$ cat src/rtl/core/msd_pkg.sv
// shared types, constants and the digit pattern table of the seven-segment driver
// no dependencies; every other file of the block imports this package
`default_nettype none

package msd_pkg;

  localparam int unsigned NUM_DIGITS_DEF = 4;
  localparam int unsigned MODE_W         = 3;
  localparam int unsigned VALUE_W        = 14;
  localparam int unsigned SEG_W          = 8;
  localparam int unsigned DP_W           = 2;
  localparam int unsigned DIGIT_W        = 2;
  localparam int unsigned FRAME_W        = 16;
  localparam int unsigned FRAME_CNT_W    = 4;
  localparam int unsigned FIFO_DEPTH     = 2;

  localparam logic [FRAME_CNT_W-1:0] FRAME_LAST = FRAME_CNT_W'(FRAME_W - 1);

  localparam logic [SEG_W-1:0] SEG_OFF      = 8'hFF;
  localparam logic [SEG_W-1:0] SEG_ALL_ON   = 8'h00;
  localparam logic [SEG_W-1:0] SEG_ZERO     = 8'hC0;
  localparam logic [SEG_W-1:0] SEG_DOT_MASK = 8'h7F;
  localparam logic [SEG_W-1:0] SEG_ONLY_DOT = 8'h7F;

  localparam logic [DP_W-1:0] DP_RESET = 2'd2;

  // floor(v / 10) == (v * 52429) >> 19 for every 16-bit v
  localparam logic [15:0] DIV10_MUL   = 16'd52429;
  localparam int unsigned DIV10_SHIFT = 19;

  typedef enum logic [MODE_W-1:0] {
    MODE_DECIMAL = 3'd0,
    MODE_DOTS    = 3'd1,
    MODE_ALL_OFF = 3'd2,
    MODE_ALL_ON  = 3'd3,
    MODE_TICK    = 3'd4
  } mode_e;

  typedef enum logic {
    CMD_LOAD = 1'b0,
    CMD_TICK = 1'b1
  } cmd_e;

  typedef enum logic [1:0] {
    FS_IDLE = 2'd0,
    FS_CONV = 2'd1,
    FS_PUSH = 2'd2
  } front_state_e;

  typedef struct packed {
    logic not_empty;
    logic full;
  } fifo_status_t;

  function automatic logic [SEG_W-1:0] digit_pattern(input logic [3:0] d);
    logic [SEG_W-1:0] p;
    case (d)
      4'd0:    p = 8'hC0;
      4'd1:    p = 8'hF9;
      4'd2:    p = 8'hA4;
      4'd3:    p = 8'hB0;
      4'd4:    p = 8'h99;
      4'd5:    p = 8'h92;
      4'd6:    p = 8'h82;
      4'd7:    p = 8'hF8;
      4'd8:    p = 8'h80;
      4'd9:    p = 8'h90;
      default: p = SEG_OFF;
    endcase
    return p;
  endfunction

endpackage

`default_nettype wire

$ cat src/rtl/core/msd_fifo.sv
// short command queue between the front decoder and the back end
// depends on msd_pkg for the status struct
`default_nettype none

module msd_fifo import msd_pkg::*; #(
  parameter int unsigned Width = 33,
  parameter int unsigned Depth = FIFO_DEPTH
) (
  input  logic             clk_i,
  input  logic             rst_ni,
  input  logic             push_i,
  input  logic [Width-1:0] wdata_i,
  input  logic             pop_i,
  output logic [Width-1:0] rdata_o,
  output fifo_status_t     status_o
);

  localparam int unsigned PtrW = (Depth > 1) ? $clog2(Depth) : 1;
  localparam int unsigned CntW = $clog2(Depth + 1);

  logic [Width-1:0] mem_q [Depth];
  logic [PtrW-1:0]  wptr_q, wptr_d, rptr_q, rptr_d;
  logic [CntW-1:0]  cnt_q, cnt_d;

  always_comb begin
    wptr_d = wptr_q;
    rptr_d = rptr_q;
    cnt_d  = cnt_q;
    if (push_i) begin
      wptr_d = (wptr_q == PtrW'(Depth - 1)) ? '0 : wptr_q + 1'b1;
    end
    if (pop_i) begin
      rptr_d = (rptr_q == PtrW'(Depth - 1)) ? '0 : rptr_q + 1'b1;
    end
    if (push_i && !pop_i) begin
      cnt_d = cnt_q + 1'b1;
    end else if (pop_i && !push_i) begin
      cnt_d = cnt_q - 1'b1;
    end
  end

  always_ff @(posedge clk_i or negedge rst_ni) begin
    if (!rst_ni) begin
      wptr_q <= '0;
      rptr_q <= '0;
      cnt_q  <= '0;
    end else begin
      wptr_q <= wptr_d;
      rptr_q <= rptr_d;
      cnt_q  <= cnt_d;
    end
  end

  always_ff @(posedge clk_i) begin
    if (push_i) begin
      mem_q[wptr_q] <= wdata_i;
    end
  end

  assign rdata_o            = mem_q[rptr_q];
  assign status_o.not_empty = (cnt_q != '0);
  assign status_o.full      = (cnt_q == CntW'(Depth));

endmodule

`default_nettype wire

$ cat config.mk
export PLATFORM = sky130hd
export DESIGN_NAME = msd_fifo
export DESIGN_NICKNAME = d
export VERILOG_FILES = /design/src/rtl/core/msd_pkg.sv /design/src/rtl/core/msd_fifo.sv
export SDC_FILE = /design/constraint.sdc
export NUM_CORES = 1
export LEC_CHECK = 0
export ABC_AREA = 0
export BUFFER_PORTS_ARGS = -buffer_cell sky130_fd_sc_hd__buf_4
export CORE_MARGIN = 10
export CORE_UTILIZATION = 52
export DETAILED_ROUTE_END_ITERATION = 10
export PLACE_DENSITY_LB_ADDON = 0.25
export SKIP_CTS_REPAIR_TIMING = 1
export SLEW_MARGIN = 20
export SYNTH_ARGS = -nofsm -noshare
export SYNTH_HDL_FRONTEND = slang
export SYNTH_SLANG_ARGS = --single-unit
$ cat constraint.sdc
create_clock -name clk_i -period 2.9 [get_ports clk_i]
set_input_delay 0.87 -clock clk_i [delete_from_list [all_inputs] [get_ports clk_i]]
set_output_delay 0.87 -clock clk_i [all_outputs]
set_load 0.02 [all_outputs]
# Word-level counts from Yosys, hierarchy flattened
# Memories as Yosys holds them, arrays and structs flattened.
# Cells that the tools add are included.
# totals
register_bits,4
ramBits,66
input_bits,37
out_inout_bits,35
wordCells,21
mem_count,1
# op_classes
add_sub_neg,4
n_eq_ne,1
muxes,6
reduce_logical,6
# mem_list
name,words,word_bits,rd,rd_clocked_by_memory_dff,write_ports,line_no,source
mem_q,2,33,1,0,1,msd_fifo.sv:21,logic [Width-1:0] mem_q [Depth];
# ops
operator,count
2-to-1 mux 1 bit,4
2-to-1 mux 2 bit,2
nonzero test 2 bit,2
"adder 1 bit, second input constant",2
"adder 2 x 1 -> 2 bit, second input constant",1
"equality test 2 bit, second input constant",1
logical AND 1 bit,2
zero test 1 bit,2
"subtractor 2 x 1 -> 2 bit, second input constant",1

# Depth between registers and ports, before layout
# depth
word_depth,4
ltp_mapped,5
ltp_nobuf,5

# Worst setup path after synthesis
# OpenSTA, ideal clock, no wires.
# synth_path
path_kind,input -> register
startpoint,in push_i
endpoint,mem mem_q[0][0] (enable)
setup_time_ns,0.427
arrival_time_ns,2.360
t_required_ns,2.473
setup_slack_ns,0.113
stages,1
path_buffers,0
cell_sequence,nor2b_1
# synth_between
elab_chain_cells,2
# synth_rtl
element,line_no,source
from (decl),msd_fifo.sv:11,"input logic push_i,"
2-to-1 mux 1 bit,msd_fifo.sv:55,if (push_i) begin
2-to-1 mux 1 bit (implied by the code),msd_fifo.sv:56,mem_q[wptr_q] <= wdata_i;
to (decl),msd_fifo.sv:21,
# Every way passes these cells.

# Worst setup path in the final report
# layout_path
startpoint,reg rptr_q
endpoint,out rdata_o[13]
# layout_between
elab_chain_cells,1
# layout_rtl
element,line_no,source
from (decl),msd_fifo.sv:22,"logic [PtrW-1:0] wptr_q, wptr_d, rptr_q, rptr_d;"
from (signal assigned),msd_fifo.sv:49,rptr_q <= rptr_d;
memory (2 x 33 bit),--,
to (decl),msd_fifo.sv:14,"output logic [Width-1:0] rdata_o,"
# Every way passes these cells.

==> flow_metrics.env <==
export IMPL_status="completed"
export IMPL_syn_nets=157
export IMPL_drtAntennaViolNets=0
export IMPL_cts_path_max_buffers=2
export IMPL_finalHoldViolations=0
export IMPL_grt_pass1_vias=1578
export IMPL_synth_seq_cells=70
export IMPL_p_switching_mw=1.06
export IMPL_finalCriticalPeriod_ns=2.62
export IMPL_grt_usage_pct=12.4
export IMPL_finalMaxSlewViolations=0
export IMPL_switching_share_pct=31.5
export IMPL_clock_latency_ns=0.33
export IMPL_seq_area_frac_synth_pct=76.5
export IMPL_cp_max_fo=15
export IMPL_power_frac_comb_pct=38.2
export IMPL_routed_wl_mm=5.03
export IMPL_fmax_ghz=0.381
export IMPL_antenna_cells=0
export IMPL_ys_warn_count=0
export IMPL_hold_class="in -> async"
export IMPL_arrival_ns=1.75
export IMPL_fin_crit_sh_pct=90.4
export IMPL_die_x_um=92.4
export IMPL_worstMarginPinSlew_ns=0.539
export IMPL_maxSlewHeadroom_pct=64.0
export IMPL_setup_viol=0
export IMPL_synth_area_um2=2720
export IMPL_pwr_share_seq_pct=43.5
export IMPL_num_vias=1347
export IMPL_grt_pass1_wl_mm=7.93
export IMPL_dr_pass1_iters=4
export IMPL_grt_ovfl_total=0
export IMPL_post_synth_cell_area_avg_um2=22.9
export IMPL_place_gp_congestion=0.754
export IMPL_met3_usage_pct=4.20
export IMPL_drive_above_1_share_pct=59.0
export IMPL_rsz0062_at_grt="false"
export IMPL_dp_hpwl_mm=3.65
export IMPL_die_area_um2=8530
export IMPL_grt_util_met2_pct=20.8
export IMPL_core_area_um2=5110
export IMPL_nets=239
export IMPL_io_pins=72
export IMPL_endpoint_kind="output port"
export IMPL_fp_dieH_um=92.4
export IMPL_viasPerCell=4.90
export IMPL_detail_route_wl_per_cell_um=18.3
export IMPL_start_util_pct=53.3
export IMPL_syn_to_final_growth_pct=27.0
export IMPL_critPathLaunchType="register"
export IMPL_grt_max_degree=34
export IMPL_cts_buffers=9
export IMPL_row_count=26
export IMPL_cellLeakagePower_nw=1.41
export IMPL_drt_iter0_drc=63
export IMPL_reg2reg_depth=2
export IMPL_fin_skew_ns=0.00618
export IMPL_cts_max_level=3
export IMPL_p_int_mw=2.30
export IMPL_path_class="reg -> out"
export IMPL_fin_hold_ws_ns=0.322
export IMPL_syn_instance_count=119
export IMPL_antenna_found_initial=0
export IMPL_cts_sink_count=70
export IMPL_synth_cell_type_count=14
export IMPL_use_met1_pct=13.0
export IMPL_portBuffers=71
export IMPL_powerDensity_nw_per_um2=971
export IMPL_maxCapViolCount=0
export IMPL_drc_errors=0
export IMPL_cts_tree="yes"
export IMPL_fin_tns_setup_ns=0
export IMPL_cts_root_buf="clkbuf_8"
export IMPL_p_clk_share_pct=18.3
export IMPL_grt_busiest_layer="met2"
export IMPL_crit_required_ns=2.03
export IMPL_path_clk_slew_ns=0.07
export IMPL_vdd_drop_max_mv=0.516
## flip-flops by register name (all words and copies together) (netlist names)
register and count:
mem_q 66, cnt_q 2, wptr_q 1, rptr_q 1
## worst max-delay path: stages (launching register included)
cell and delay (ns):
dfrtp_2 0.61, buf_4 0.32, mux2_4 0.33, buf_4 0.16
## final timing paths
| kind | from | end | slack [ns] |
|---|---|---|---|
| worst max-delay path | rptr_q | rdata_o[13] | 0.28 |
| worst min-delay path | rst_ni | wptr_q | 0.32 |
| worst max register to register | wptr_q | mem_q[0][2] | 1.33 |
| worst min register to register | cnt_q[1] | cnt_q[1] | 0.53 |
| max in group asynchronous | rst_ni | rptr_q | 2.46 |
| min in group clk_i | cnt_q[1] | cnt_q[1] | 0.53 |
## cells in the mapped netlist, drive strengths merged
cell	count	area share (%)
mux2	33	18
inv	1	0.14
nor2b	2	0.46
nor2	1	0.14
and2	1	0.23
ha	1	0.46
buf	4	2.6
xor2	4	1.3
edfxtp	66	73
xnor2	1	0.32
or2	1	0.23
dfrtp	4	3.7
## power groups by stage
stage	Sequential [mW]	Combinational (mW)	Clock [mW]
after global placement	1.47	1.28	0
after CTS	1.47	1.31	0.635
final	1.46	1.28	0.614
after floorplan	1.42	0.962	0
after global routing	1.49	1.36	0.676
after detailed placement	1.49	1.31	0
## kinds of logic after synthesis
family        count (synthesis)  synth area share, %
fa+ha+maj                     1                0.459
flops                        70                 76.5
buf+inv                       5                 2.76
xor+xnor                      5                 1.61
mux                          33                 17.6
simple gates                  5                 1.06
## cell type report
class | count | area (um2)
clock buffers | 12 | 135
clock inverters | 3 | 12.5
fillers | 354 | 1650
inverters | 1 | 3.75
multi-input cells | 44 | 573
flip-flops and latches | 70 | 2080
well taps | 70 | 87.6
repair buffers | 75 | 563
## placed cells by master, fill, tap and decap left out, drive strengths merged, types with 2 or more instances in the layout
cell type / n
nor2b: 2
xor2: 4
edfxtp: 66
clkbuf: 12
dfrtp: 4
clkinv: 3
mux2: 33
buf: 75
## metrics by stage
stage / area [um2] / cells / utilization, % / power (mW) / worst slack (ns)
final: 3460 / 275 / 67.7 / 3.36 / 0.277
after floorplan: 2720 / 119 / - / 2.38 / 0.113
after global routing: 3460 / 275 / 67.7 / 3.52 / 0.185
after CTS: 3460 / 275 / 67.7 / 3.41 / 0.240
after detailed placement: 3310 / 260 / 64.8 / 2.79 / 0.612
after global placement: 3310 / 260 / 64.8 / 2.75 / 0.631
## layer usage
layer	part of all wire [%]	vias up
li1	-	622
met1	40	675
met2	53	44
met3	5.8	6
met4	1.6	0
met5	0	-
No activity file was read; power rests on OpenSTA's default activity.
